File: src/rtl/core/htfd_pkg.sv
// shared types, constants and crc helper for the humidity and temperature frame decoder
package htfd_pkg;

  localparam int unsigned FRAME_BYTES = 7;

  localparam logic [7:0] CRC_INIT = 8'hFF;
  localparam logic [7:0] CRC_POLY = 8'h31;

  // byte positions inside a reply frame
  localparam logic [2:0] POS_STATUS   = 3'd0;
  localparam logic [2:0] POS_HUM_HI   = 3'd1;
  localparam logic [2:0] POS_HUM_MID  = 3'd2;
  localparam logic [2:0] POS_SPLIT    = 3'd3;
  localparam logic [2:0] POS_TEMP_MID = 3'd4;
  localparam logic [2:0] POS_TEMP_LO  = 3'd5;
  localparam logic [2:0] POS_CRC      = 3'(FRAME_BYTES - 1);

  // configuration register indexes
  localparam logic [1:0] CFG_TEMP_MIN = 2'd0;
  localparam logic [1:0] CFG_TEMP_MAX = 2'd1;
  localparam logic [1:0] CFG_HUM_MAX  = 2'd2;

  localparam logic signed [14:0] TEMP_MIN_RESET = -15'sd4000;
  localparam logic signed [14:0] TEMP_MAX_RESET = 15'sd8000;
  localparam logic [13:0]        HUM_MAX_RESET  = 14'd10000;

  localparam logic [13:0]        HUM_SCALE   = 14'd10000;
  localparam logic [14:0]        TEMP_SCALE  = 15'd20000;
  localparam logic signed [15:0] TEMP_OFFSET = 16'sd5000;

  typedef enum logic [1:0] {
    STATUS_OK    = 2'd0,
    STATUS_CRC   = 2'd1,
    STATUS_RANGE = 2'd2,
    STATUS_ZERO  = 2'd3
  } status_e;

  typedef struct packed {
    logic signed [14:0] temp_min;
    logic signed [14:0] temp_max;
    logic [13:0]        hum_max;
  } cfg_t;

  typedef struct packed {
    logic [19:0] raw_hum;
    logic [19:0] temp_raw;
    logic        crc_err;
  } frame_t;

  // one byte of crc-8, msb first
  function automatic logic [7:0] crc8_byte(input logic [7:0] crc, input logic [7:0] data);
    logic [7:0] c;
    c = crc ^ data;
    for (int i = 0; i < 8; i++) begin
      if (c[7]) begin
        c = {c[6:0], 1'b0} ^ CRC_POLY;
      end else begin
        c = {c[6:0], 1'b0};
      end
    end
    return c;
  endfunction

endpackage

File: src/rtl/core/htfd_frame.sv
// input register, byte position tracking, crc and raw field assembly
module htfd_frame (
  input  logic              clk_i,
  input  logic              rst_ni,
  input  logic              in_valid_i,
  output logic              in_ready_o,
  input  logic              frame_start_i,
  input  logic [7:0]        data_byte_i,
  output logic              frame_valid_o,
  input  logic              frame_ready_i,
  output htfd_pkg::frame_t  frame_o
);
  import htfd_pkg::*;

  logic        in_valid_q;
  logic        start_q;
  logic [7:0]  byte_q;
  logic [2:0]  count_q, count_d;
  logic [7:0]  crc_q, crc_d;
  logic [19:0] raw_hum_q, raw_hum_d;
  logic [19:0] temp_raw_q, temp_raw_d;
  logic        frame_valid_q;
  frame_t      frame_q;

  logic [2:0]  pos;
  logic [7:0]  crc_cur;
  logic        is_last;
  logic        go;

  always_comb begin
    if (start_q || (count_q >= 3'(FRAME_BYTES))) begin
      pos = POS_STATUS;
    end else begin
      pos = count_q;
    end
  end

  assign crc_cur    = (pos == POS_STATUS) ? CRC_INIT : crc_q;
  assign is_last    = (pos == POS_CRC);
  // only the crc byte needs room downstream
  assign go         = in_valid_q && (!is_last || !frame_valid_q || frame_ready_i);
  assign in_ready_o = !in_valid_q || go;

  always_comb begin
    raw_hum_d  = raw_hum_q;
    temp_raw_d = temp_raw_q;
    case (pos)
      POS_HUM_HI:   raw_hum_d[19:12] = byte_q;
      POS_HUM_MID:  raw_hum_d[11:4]  = byte_q;
      POS_SPLIT: begin
        raw_hum_d[3:0]    = byte_q[7:4];
        temp_raw_d[19:16] = byte_q[3:0];
      end
      POS_TEMP_MID: temp_raw_d[15:8] = byte_q;
      POS_TEMP_LO:  temp_raw_d[7:0]  = byte_q;
      default: ;
    endcase
    if (is_last) begin
      crc_d   = CRC_INIT;
      count_d = POS_STATUS;
    end else begin
      crc_d   = crc8_byte(crc_cur, byte_q);
      count_d = pos + 3'd1;
    end
  end

  always_ff @(posedge clk_i or negedge rst_ni) begin
    if (!rst_ni) begin
      in_valid_q    <= 1'b0;
      count_q       <= 3'd0;
      crc_q         <= CRC_INIT;
      raw_hum_q     <= 20'd0;
      temp_raw_q    <= 20'd0;
      frame_valid_q <= 1'b0;
    end else begin
      if (in_ready_o) begin
        in_valid_q <= in_valid_i;
      end
      if (go) begin
        count_q    <= count_d;
        crc_q      <= crc_d;
        raw_hum_q  <= raw_hum_d;
        temp_raw_q <= temp_raw_d;
      end
      if (go && is_last) begin
        frame_valid_q <= 1'b1;
      end else if (frame_ready_i) begin
        frame_valid_q <= 1'b0;
      end
    end
  end

  always_ff @(posedge clk_i) begin
    if (in_valid_i && in_ready_o) begin
      start_q <= frame_start_i;
      byte_q  <= data_byte_i;
    end
    if (go && is_last) begin
      frame_q.raw_hum  <= raw_hum_q;
      frame_q.temp_raw <= temp_raw_q;
      frame_q.crc_err  <= (crc_cur != byte_q);
    end
  end

  assign frame_valid_o = frame_valid_q;
  assign frame_o       = frame_q;

endmodule

File: src/rtl/core/htfd_convert.sv
// scaling multiplies, limit checks and the result register
module htfd_convert (
  input  logic                     clk_i,
  input  logic                     rst_ni,
  input  htfd_pkg::cfg_t           cfg_i,
  input  logic                     frame_valid_i,
  output logic                     frame_ready_o,
  input  htfd_pkg::frame_t         frame_i,
  output logic                     out_valid_o,
  input  logic                     out_ready_i,
  output logic [13:0]              humidity_centi_o,
  output logic signed [14:0]       temperature_centi_o,
  output logic [1:0]               status_o
);
  import htfd_pkg::*;

  logic [33:0]        hum_prod;
  logic [34:0]        temp_prod;

  logic               scale_valid_q;
  logic [13:0]        hum_q;
  logic [14:0]        temp_scaled_q;
  logic               crc_err_q;
  logic               zero_q;

  logic               out_valid_q;
  logic [13:0]        out_hum_q;
  logic signed [14:0] out_temp_q;
  status_e            out_status_q;

  logic               out_free;
  logic               scale_free;
  logic signed [15:0] temp_full;
  logic               out_of_range;
  status_e            status_d;

  assign out_free      = !out_valid_q || out_ready_i;
  assign scale_free    = !scale_valid_q || out_free;
  assign frame_ready_o = scale_free;

  assign hum_prod  = frame_i.raw_hum * HUM_SCALE;
  assign temp_prod = frame_i.temp_raw * TEMP_SCALE;

  assign temp_full = $signed({1'b0, temp_scaled_q}) - TEMP_OFFSET;

  assign out_of_range = ({1'b0, hum_q} > {1'b0, cfg_i.hum_max})
                     || (temp_full < 16'(cfg_i.temp_min))
                     || (temp_full > 16'(cfg_i.temp_max));

  always_comb begin
    if (crc_err_q) begin
      status_d = STATUS_CRC;
    end else if (out_of_range) begin
      status_d = STATUS_RANGE;
    end else if (zero_q) begin
      status_d = STATUS_ZERO;
    end else begin
      status_d = STATUS_OK;
    end
  end

  always_ff @(posedge clk_i or negedge rst_ni) begin
    if (!rst_ni) begin
      scale_valid_q <= 1'b0;
      out_valid_q   <= 1'b0;
    end else begin
      if (scale_free) begin
        scale_valid_q <= frame_valid_i;
      end
      if (out_free) begin
        out_valid_q <= scale_valid_q;
      end
    end
  end

  always_ff @(posedge clk_i) begin
    if (frame_valid_i && scale_free) begin
      hum_q         <= hum_prod[33:20];
      temp_scaled_q <= temp_prod[34:20];
      crc_err_q     <= frame_i.crc_err;
      zero_q        <= (frame_i.raw_hum == 20'd0) && (frame_i.temp_raw == 20'd0);
    end
    if (scale_valid_q && out_free) begin
      out_hum_q    <= hum_q;
      out_temp_q   <= temp_full[14:0];
      out_status_q <= status_d;
    end
  end

  assign out_valid_o         = out_valid_q;
  assign humidity_centi_o    = out_hum_q;
  assign temperature_centi_o = out_temp_q;
  assign status_o            = out_status_q;

endmodule

File: src/rtl/core/humidity_temp_frame_decoder.sv
// top level: configuration registers and the frame and conversion stages
// crc byte path: frame register, conversion stage, result register
// throughput: one byte per cycle; a crc byte waits only when the frame
//   register, the conversion stage and the result register are all full
//   and the result is stalled
// reset: clears byte count, crc, raw fields and all valid flags, and loads
//   the limit registers with their defaults
module humidity_temp_frame_decoder (
  input  logic               clk_i,
  input  logic               rst_ni,
  input  logic               in_valid_i,
  output logic               in_ready_o,
  input  logic               frame_start_i,
  input  logic [7:0]         data_byte_i,
  output logic               out_valid_o,
  input  logic               out_ready_i,
  output logic [13:0]        humidity_centi_o,
  output logic signed [14:0] temperature_centi_o,
  output logic [1:0]         status_o,
  input  logic               cfg_valid_i,
  output logic               cfg_ready_o,
  input  logic [1:0]         cfg_index_i,
  input  logic [14:0]        cfg_data_i
);
  import htfd_pkg::*;

  cfg_t   cfg_q;
  logic   frame_valid;
  logic   frame_ready;
  frame_t frame;

  assign cfg_ready_o = 1'b1;

  always_ff @(posedge clk_i or negedge rst_ni) begin
    if (!rst_ni) begin
      cfg_q.temp_min <= TEMP_MIN_RESET;
      cfg_q.temp_max <= TEMP_MAX_RESET;
      cfg_q.hum_max  <= HUM_MAX_RESET;
    end else if (cfg_valid_i) begin
      case (cfg_index_i)
        CFG_TEMP_MIN: cfg_q.temp_min <= cfg_data_i;
        CFG_TEMP_MAX: cfg_q.temp_max <= cfg_data_i;
        CFG_HUM_MAX:  cfg_q.hum_max  <= cfg_data_i[13:0];
        default: ;
      endcase
    end
  end

  htfd_frame u_frame (
    .clk_i         (clk_i),
    .rst_ni        (rst_ni),
    .in_valid_i    (in_valid_i),
    .in_ready_o    (in_ready_o),
    .frame_start_i (frame_start_i),
    .data_byte_i   (data_byte_i),
    .frame_valid_o (frame_valid),
    .frame_ready_i (frame_ready),
    .frame_o       (frame)
  );

  htfd_convert u_convert (
    .clk_i               (clk_i),
    .rst_ni              (rst_ni),
    .cfg_i               (cfg_q),
    .frame_valid_i       (frame_valid),
    .frame_ready_o       (frame_ready),
    .frame_i             (frame),
    .out_valid_o         (out_valid_o),
    .out_ready_i         (out_ready_i),
    .humidity_centi_o    (humidity_centi_o),
    .temperature_centi_o (temperature_centi_o),
    .status_o            (status_o)
  );

endmodule

File: config.mk
export PLATFORM = sky130hd
export DESIGN_NAME = humidity_temp_frame_decoder
export DESIGN_NICKNAME = d
export VERILOG_FILES = /design/src/rtl/core/htfd_pkg.sv /design/src/rtl/core/htfd_frame.sv /design/src/rtl/core/htfd_convert.sv /design/src/rtl/core/humidity_temp_frame_decoder.sv
export SDC_FILE = /design/constraint.sdc
export NUM_CORES = 1
export LEC_CHECK = 0
export BUFFER_PORTS_ARGS = -buffer_cell sky130_fd_sc_hd__clkbuf_2
export CORE_ASPECT_RATIO = 1.4
export CORE_UTILIZATION = 41
export DETAILED_ROUTE_END_ITERATION = 12
export PLACE_DENSITY = 0.66
export SYNTH_ARGS = -nofsm -noshare
export SYNTH_HDL_FRONTEND = slang
export SYNTH_HIERARCHICAL = 1
export SYNTH_SLANG_ARGS = --single-unit
export TNS_END_PERCENT = 5
File: constraint.sdc
create_clock -name clk_i -period 5.7 [get_ports clk_i]
set_input_delay 1.14 -clock clk_i [delete_from_list [all_inputs] [get_ports clk_i]]
set_output_delay 1.14 -clock clk_i [all_outputs]
set_load 0.03 [all_outputs]
======== Yosys cells after proc, flatten, opt, wreduce, memory -nomap -nowiden ========
Index checks and enable logic that the tools add are counted.
word-level totals
  register bits ........................... 211
  latch bits .............................. 0
  bits in writable memories ............... 0
  bits in read-only memories .............. 0
  bits of input ports ..................... 31
  output and inout bits ................... 34
  logic and storage cells ................. 108
  memories ................................ 0
cells by class
  $add $sub $neg .......................... 2
  multipliers ............................. 2
  div/mod/pow operators ................... 0
  order comparisons ....................... 4
  equality and inequality tests ........... 9
  shift-type cells ........................ 0
  muxes and demuxes ....................... 23
  bitwise gates (word level) .............. 9
  reduce and logical (&&, ||, !) cells .... 32
operator list
  cell                                                      count
  2-to-1 mux 8 bit                                          9
  multiplier 20 x 10 -> 30 bit, second input constant       2
  2-to-1 mux 6 bit                                          8
  logical NOT 20 bit                                        2
  inverter 3 bit                                            8
  greater-than comparator 16 x 15 -> 1 bit                  1
  < comparator 16 x 15 -> 1 bit                             1
  AND reduction 2 bit                                       8
  subtractor 15 x 13 -> 16 bit, second input constant       1
  greater-than comparator 14 bit                            1
  == test 3 bit, second input constant                      3
  logical OR 1 bit                                          8
  != test 8 bit                                             1
  bitwise XOR 8 bit                                         1
  == test 3 x 2 -> 1 bit, second input constant             2
  logical AND 1 bit                                         6
  2-to-1 mux 3 bit                                          2
  logical NOT 1 bit                                         5
  2-to-1 mux 2 bit                                          2
  adder 3 x 1 -> 3 bit, second input constant               1
  == test 3 x 1 -> 1 bit, second input constant             1
  greater-or-equal comparator 3 bit, second input constant  1
  logical NOT 3 bit                                         1
  == test 2 x 1 -> 1 bit, second input constant             1
  4 further kinds                                           5

======== Logic depth before layout (Yosys ltp) ========
Gate-level depths: netlist of run 1.
  depth in word-level cells ............... 30
  gate-level depth with buffers ........... 20
  depth with buffers taken out ............ 20

======== Modules after synthesis ========
Netlist of run 1, hierarchy kept.
modules (own cells, without submodules)
  module                       times used  cells each  area each (sq um)  seq. area each (sq um)
  htfd_convert                 1           918         9257.6             1911.8
  htfd_frame                   1           232         3942.5             2837.7
  humidity_temp_frame_decoder  1           96          1695.4             1121.1

======== Least setup slack after synthesis of run 1 ========
No wires, ideal clock.
  path kind ............................... register to register
  start ................................... register u_frame.frame_q (netlist bit u_frame/frame_o[9])
  end ..................................... register u_convert.temp_scaled_q[14] (data pin)
  library setup time ...................... 135 ps
  arrival time ............................ 4695 ps
  required time ........................... 5565 ps
  path slack .............................. 870 ps
  stages on the path, launching flop included .. 20
  path buffers ............................ 1
  period minus slack after synthesis ...... 4830 ps
  cells stage by stage .................... edfxtp_1 > inv_1 > fa_1 > inv_1 > ha_1 > fa_1 > ha_1 > inv_1 > fa_1 > inv_1 > ha_1 > buf_6 > a21o_1 > a311o_1 > a221oi_2 > a21oi_2 > o2111ai_2 > a31oi_2 > or4_1 > nand3_1
on the way
  word-level cells in the longest chain between the ends .. 1
ends and longest elaborated chain
  element                       line                text
  from (decl)                   htfd_frame.sv:23    frame_t frame_q;
  multiplier 20 x 10 -> 30 bit  htfd_convert.sv:42  assign temp_prod = frame_i.temp_raw * TEMP_SCALE;
  net u_convert.temp_prod[34]   htfd_convert.sv:18  logic [34:0] temp_prod;
  to (signal assigned)          htfd_convert.sv:79  temp_scaled_q <= temp_prod[34:20];
  to (decl)                     htfd_convert.sv:22  logic [14:0] temp_scaled_q;
The timed path passes the listed nets, and every way through them passes these cells.
A chain may end at the register's enable or synchronous reset.

======== Worst setup path after layout of run 1 ========
  start ................................... register u_frame.frame_q (netlist bit u_frame/frame_o[11])
  end ..................................... register u_convert.temp_scaled_q[14] (data pin)
Same word-level chain as after synthesis.

==> reports/metrics.cfg, run 1 <==
[worst_setup_path]
cp_max_fo=10
worstPathArrival_ns=5.55
cp-start-kind=flip-flop
path_class=flip-flop to flip-flop
critical-path-max-stage-delay_ns=0.50
required_ns=6.09
cpMaxStageDelayCell=fa_1
worstSetupEndpointType=flip-flop
path_cells=inv_1, fa_1, inv_1, ha_1, fa_1, ha_1, inv_1, fa_1, inv_1, ha_1, a21o_1, a311o_1, a221oi_2, a21oi_2, o2111ai_2, a31oi_2, or4_1, nand3_1
crit_top_cell=inv_1

[sta]
setup_viol=0
worst_slack_ns=0.536
hold_viol_final=0
finalCritPeriodShare_pct=90.6
min_period_ns=5.16
max_slew_margin_pct=25.4
clock.fmax_mhz=194
finClkSkew_ns=0.0122
tns_ns=0
rsz0062_at_grt=false
final_max_slew_viol_count=0
tightestPinTransition_ns=1.11

[clock_tree]
cts_setup_buffers=0
cts_tree=done
cts_root_buf=clkbuf_16
insertion_delay_ns=0.52
clk_path_buf_depth=3
cts.repair.resized=0
h-tree-depth=1
clk_pin_slew_worst_paths_ns=0.06
holdBufCountCts=0
cts_made_buffers=23
clock-sinks=211

[synthesis]
synth_top_area_share_pct=22.6
synth_edf_count=112
syn_avg_cell_area_sq_um=12.0
synth.most_common_cell=inv_1
synth-seq-area-share_pct=39.4
yosys.area_share.simple_pct=6.02
postSynth.asyncResetShare_pct=46.9
synth_flop_cell=edfxtp_1
synth_area_leaders=edfxtp_1 (23%), ha_1 (19%), dfrtp_1 (13%)
ys_seq_elements=211
syn_inst=1246
synth_top_family_by_area=adder cells
syn-num-nets=1596
synth_compound_area_share_pct=5.50
synth.cell_area_sq_mm=0.0149
synth_fa_ha_area_share_pct=31.4
yosysTopAreaCell=edfxtp_1
synth_warnings=6
synth_mux_area_share_pct=6.35
synth_xor_area_share_pct=3.64
yosysUniqueCellTypes=68
ys_top_cells_by_count=inv_1 (276), ha_1 (227), edfxtp_1 (112)

[detailed_routing]
drtPass1Iterations=5
drc=0
ant_nets=0
drt-vias-per-instance=4.88
routedWlPerCell_um=15.5
drt_iter0_drc=390
via_count=8799
totalWireLength_um=28000

[floorplanning]
die_width_um=163
pin_count=65
core_sq_mm=0.0358
dieHeight_um=228
initial_core_util_pct=41.6
num_rows=82
die_area_sq_mm=0.0371

[layout]
nFillCells=3265
final_nets=1675
n_antenna_cell=0
syn_to_final_growth_pct=10.5
final_layout_size_suffix_gt1_share_pct=16.9
post-route-cell-area_sq_mm=0.0165

[run_status]
status=finished, final reports clean

[global_routing]
grt_pass1_wl_um=45900
grt_overflow=0
grt_max_degree=65
grt_pass1_vias=9436
antenna_found_initial=0
track_usage_pct=15.8

[placement]
portBuffers=63
place_ws_ns=0.531
gp_congestion=0.837
dpl.hpwl_um=22800
place_area_sq_mm=0.0157

[power_and_ir_drop]
p_leak_nw=7.96
ir_drop_v=0.000276
powerDensity_mw_per_mm2=265

[run]
cap_violations=0

[min_path]
hold_class=flip-flop to flip-flop

[layout by cell type (no fill, tap or decap), types with 4 or more instances in the layout]
cell type,instances
a21o_1,23
a21oi_1,37
and2_1,5
and3_1,4
buf_4,6
clkbuf_16,23
clkbuf_2,62
clkbuf_8,4
clkinvlp_4,4
dfrtp_1,75
dfstp_2,24
edfxtp_1,112
fa_1,92
ha_1,227
inv_1,276
mux2_2,84
nand2_1,28
nand2b_1,11
nand3_1,20
nand3b_1,6
nand4_1,22
nor2_1,34
nor2b_1,5
nor3_1,13
nor4_1,5
o21ai_0,16
o22a_1,8
xnor2_1,27
xor2_1,24
[critical path, delay by kind of cell, from the launching register on]
kind                       cells  cell delay (ns)
AOI/OAI and AO/OA              6             1.35
adders and majority gates      6             2.40
buffers and inverters          4             0.28
DFF                            1             0.49
and+or+nand+nor                2             0.50
[cells by family after synthesis]
family	count (synthesis)
flip-flops	211
AO/OA/AOI/OAI	119
buffers and inverters	290
adder cells (fa/ha/maj)	319
AND/OR/NAND/NOR	167
multiplexers	84
XOR/XNOR	55
other	1
[sequential cells by signal (all words and copies together), names as in the netlist, 8 cells and up]
name and flops:
u_frame/temp_raw_q 20, u_convert/temp_scaled_q 15, u_convert/temperature_centi_o 15, u_convert/hum_q 14
u_frame/crc_q 8, u_frame/raw_hum_q 20, cfg_q 44, u_frame/frame_o 41
u_frame/byte_q 8, u_convert/humidity_centi_o 14
[area by class of cell]
class                      instances  area [sq um]  share of cell area, %
multi-input combinational        745          7890                   47.9
clock inverter                    11          95.1                  0.577
sequential                       211          5870                   35.7
clock buffer                      30           642                   3.90
tap                              462           578                   3.51
inverter                         276          1040                   6.29
timing repair buffer              68           355                   2.16
[final timing paths]
path / start / to / slack [ns] / cells past startpoint
hold reg to reg: u_frame/raw_hum_q[9] / u_frame/frame_o[30] / 0.44 / 0
min in group asynchronous: rst_ni / cfg_q[27] / 0.70 / 1
setup / recovery: u_frame/frame_o[11] / u_convert/temp_scaled_q[14] / 0.54 / 18
hold / removal: u_frame/raw_hum_q[9] / u_frame/frame_o[30] / 0.44 / 0
max in group asynchronous: rst_ni / cfg_q[4] / 4.01 / 2
setup reg to reg: u_frame/frame_o[11] / u_convert/temp_scaled_q[14] / 0.54 / 18
[routing by layer]
metal  track usage [%]  wire (um)  vias to the layer above
met5                 0          0                        -
met4              7.05       1090                        0
met3              1.42        722                       49
met2              30.1      14900                      136
met1              17.5      11300                     4255
li1                  -          -                     4359
[per-stage QoR]
step                      cells  total power [mW]  hold WS [ns]  util, %
final                      1803              4.37         0.441     46.0
after global routing       1803              4.60         0.448     46.0
after CTS                  1803              4.43         0.443     46.0
after detailed placement   1762              2.97         0.429     43.9
after global placement     1762              2.93         0.426     43.9
after floorplan            1246              2.75         0.400        -
[where the power goes]
part,switching [mW],leakage [nW],internal (mW)
Sequential,0.158,2.19,1.93
Combinational,0.383,5.42,0.460
Clock,0.596,0.353,0.842
Total,1.14,7.96,3.23
Note: power is estimated with default switching activity, not from simulation.
==> run 2: changes to the inputs <==
--- a/config.mk
+++ b/config.mk
@@ -6,7 +6,7 @@
 export NUM_CORES = 1
 export LEC_CHECK = 0
 export BUFFER_PORTS_ARGS = -buffer_cell sky130_fd_sc_hd__clkbuf_2
-export CORE_ASPECT_RATIO = 1.4
+export CORE_ASPECT_RATIO = 1.1
 export CORE_UTILIZATION = 41
 export DETAILED_ROUTE_END_ITERATION = 12
 export PLACE_DENSITY = 0.66
==> run 2 against run 1 <==
Against the previous run: core utilization increased by 0.63 points; wire length fell by 1.3%; cell count grew 1.2%; count of clock-buffer cells in the layout grew 6; clock skew fell by 0.0030 ns; hold slack hardly changed; maximum frequency is 0.61% higher; global-route usage is 0.061 points higher.
==> reports/metrics.cfg, run 2 (synthesis results as in run 1) <==
[worst_setup_path]
r2r_end=u_convert/temp_scaled_q[14]  ; unchanged
r2r_slack_ns=0.57  ; was 0.54 ns
cp_max_fo=10  ; unchanged
path_class=flip-flop to flip-flop  ; unchanged
required_ns=6.06  ; was 6.09 ns
cp-start-kind=flip-flop  ; unchanged
worstReg2RegStart=u_frame/frame_o[9]  ; was u_frame/frame_o[11]
worstPathArrival_ns=5.49  ; was 5.55 ns
worstRegToRegCells=18  ; unchanged
worstSetupEndpointType=flip-flop  ; unchanged

[sta]
finalCritPeriodShare_pct=90.0  ; was 90.6%
tightestPinTransition_ns=1.01  ; was 1.11 ns
final_max_slew_viol_count=0  ; unchanged
whs_ns=0.441  ; about the same
rsz0062_at_grt=false  ; unchanged
finClkSkew_ns=0.00919  ; was 0.0122 ns
tns_ns=0  ; unchanged
max_slew_margin_pct=32.6  ; was 25.4%
min_period_ns=5.13  ; was 5.16 ns
clock.fmax_mhz=195  ; was 194 MHz
hold_viol_final=0  ; unchanged
setup_viol=0  ; unchanged

[floorplanning]
die_width_um=184  ; was 163 um
num_rows=72  ; was 82
core_sq_mm=0.0355  ; was 0.0358 sq mm
pin_count=65  ; unchanged
initial_core_util_pct=42.0  ; was 41.6%
die_area_sq_mm=0.0371  ; about the same
dieHeight_um=202  ; was 228 um

[clock_tree]
clk_pin_slew_worst_paths_ns=0.06  ; about the same
cts_tree=done  ; unchanged
holdBufCountCts=0  ; unchanged
cts_root_buf=clkbuf_16  ; unchanged
cts_made_buffers=23  ; unchanged
cts_setup_buffers=0  ; unchanged
clk_path_buf_depth=3  ; unchanged
insertion_delay_ns=0.50  ; was 0.52 ns
h-tree-depth=1  ; unchanged
cts.repair.resized=0  ; unchanged
clock-sinks=211  ; unchanged

[detailed_routing]
via_count=8792  ; was 8799
totalWireLength_um=27600  ; was 28000 um
drt-vias-per-instance=4.82  ; was 4.88
drtPass1Iterations=4  ; was 5
drt_iter0_drc=268  ; was 390
drc=0  ; unchanged
routedWlPerCell_um=15.2  ; was 15.5 um
ant_nets=0  ; unchanged

[power_and_ir_drop]
p_leak_nw=8.00  ; was 7.96 nW
ir_drop_v=0.000263  ; was 0.000276 V
powerDensity_mw_per_mm2=268  ; was 265 mW/mm^2

[layout]
n_antenna_cell=0  ; unchanged
layout_common_cells=inv_1 (276), ha_1 (227), edfxtp_1 (112), fa_1 (92), mux2_2 (84)  ; unchanged
post-route-cell-area_sq_mm=0.0165  ; about the same
final_layout_size_suffix_gt1_share_pct=16.8  ; was 16.9%
max_flop_register=cfg_q  ; unchanged
largest_reg_flops=44  ; unchanged
final_nets=1677  ; was 1675
postLayoutCoreUtil_pct=46.6  ; was 46.0%
final_common_cell=inv_1  ; unchanged
syn_to_final_growth_pct=11.1  ; was 10.5%

[placement]
place_area_sq_mm=0.0158  ; was 0.0157 sq mm
dpl.hpwl_um=22200  ; was 22800 um
portBuffers=63  ; unchanged
gp_congestion=0.843  ; was 0.837

[min_path]
hold_start=u_frame/temp_raw_q[7]  ; was u_frame/raw_hum_q[9]
hold_class=flip-flop to flip-flop  ; unchanged
whs_endpoint=u_frame/frame_o[8]  ; was u_frame/frame_o[30]
worstHoldPathCells=0  ; unchanged

[global_routing]
antenna_found_initial=0  ; unchanged
grt_pass1_wl_um=47000  ; was 45900 um
grt_overflow=0  ; unchanged
grt_pass1_vias=9463  ; was 9436
track_usage_pct=15.8  ; about the same
grt_max_degree=54  ; was 65

[run_status]
status=finished, final reports clean  ; unchanged

[run]
cap_violations=0  ; unchanged

==> run 2: per-stage QoR <==
stage	instances	power (mW)	setup WS [ns]
floorplan	1246	2.75	0.870
global placement	1783	2.93	0.639
detailed placement	1783	2.96	0.545
CTS	1824	4.49	0.526
global route	1824	4.69	0.281
finish	1824	4.43	0.567
==> run 2: layout make-up <==
| class | count | area [sq um] |
|---|---|---|
| clock buffers | 36 | 697 |
| clock inverters | 5 | 80.1 |
| fillers | 3270 | 18900 |
| inverters | 276 | 1040 |
| multi-input cells | 745 | 7890 |
| flip-flops and latches | 211 | 5870 |
| well taps | 481 | 602 |
| repair buffers | 70 | 370 |
==> run 2: where the power goes <==
part | total, mW | internal, mW | switching, mW
sequential | 2.08 | 1.93 | 0.155
clock | 1.50 | 0.930 | 0.574
combinational | 0.845 | 0.460 | 0.385
total | 4.43 | 3.32 | 1.11
==> run 2: worst max-delay path: stages (launching register included) <==
cell	delay [ns]
edfxtp_1	0.41
inv_1	0.14
fa_1	0.55
inv_1	0.04
ha_1	0.29
fa_1	0.42
ha_1	0.29
inv_1	0.05
fa_1	0.49
inv_1	0.04
ha_1	0.40
a21o_1	0.20
a311o_1	0.33
a221oi_2	0.31
a21oi_2	0.12
o2111ai_2	0.22
a31oi_2	0.16
or4_1	0.42
nand3_1	0.11
==> run 2: how the worst max path moves through the flow <==
stage                                  start                     endpoint  slack, ns
after floorplan           u_frame/frame_o[9]  u_convert/temp_scaled_q[14]       0.87
after global placement    u_frame/frame_o[9]  u_convert/temp_scaled_q[14]       0.64
after detailed placement  u_frame/frame_o[9]  u_convert/temp_scaled_q[14]       0.55
after CTS                 u_frame/frame_o[9]  u_convert/temp_scaled_q[14]       0.53
after global routing      u_frame/frame_o[9]  u_convert/temp_scaled_q[14]       0.28
final                     u_frame/frame_o[9]  u_convert/temp_scaled_q[14]       0.57
==> run 2: metal layers <==
metal | vias up | global-route usage (%) | routed length, um
met5 | - | 0 | 0
met4 | 0 | 3.69 | 613
met3 | 42 | 1.80 | 756
met2 | 123 | 27.7 | 13500
met1 | 4267 | 20.8 | 12800
li1 | 4360 | - | -
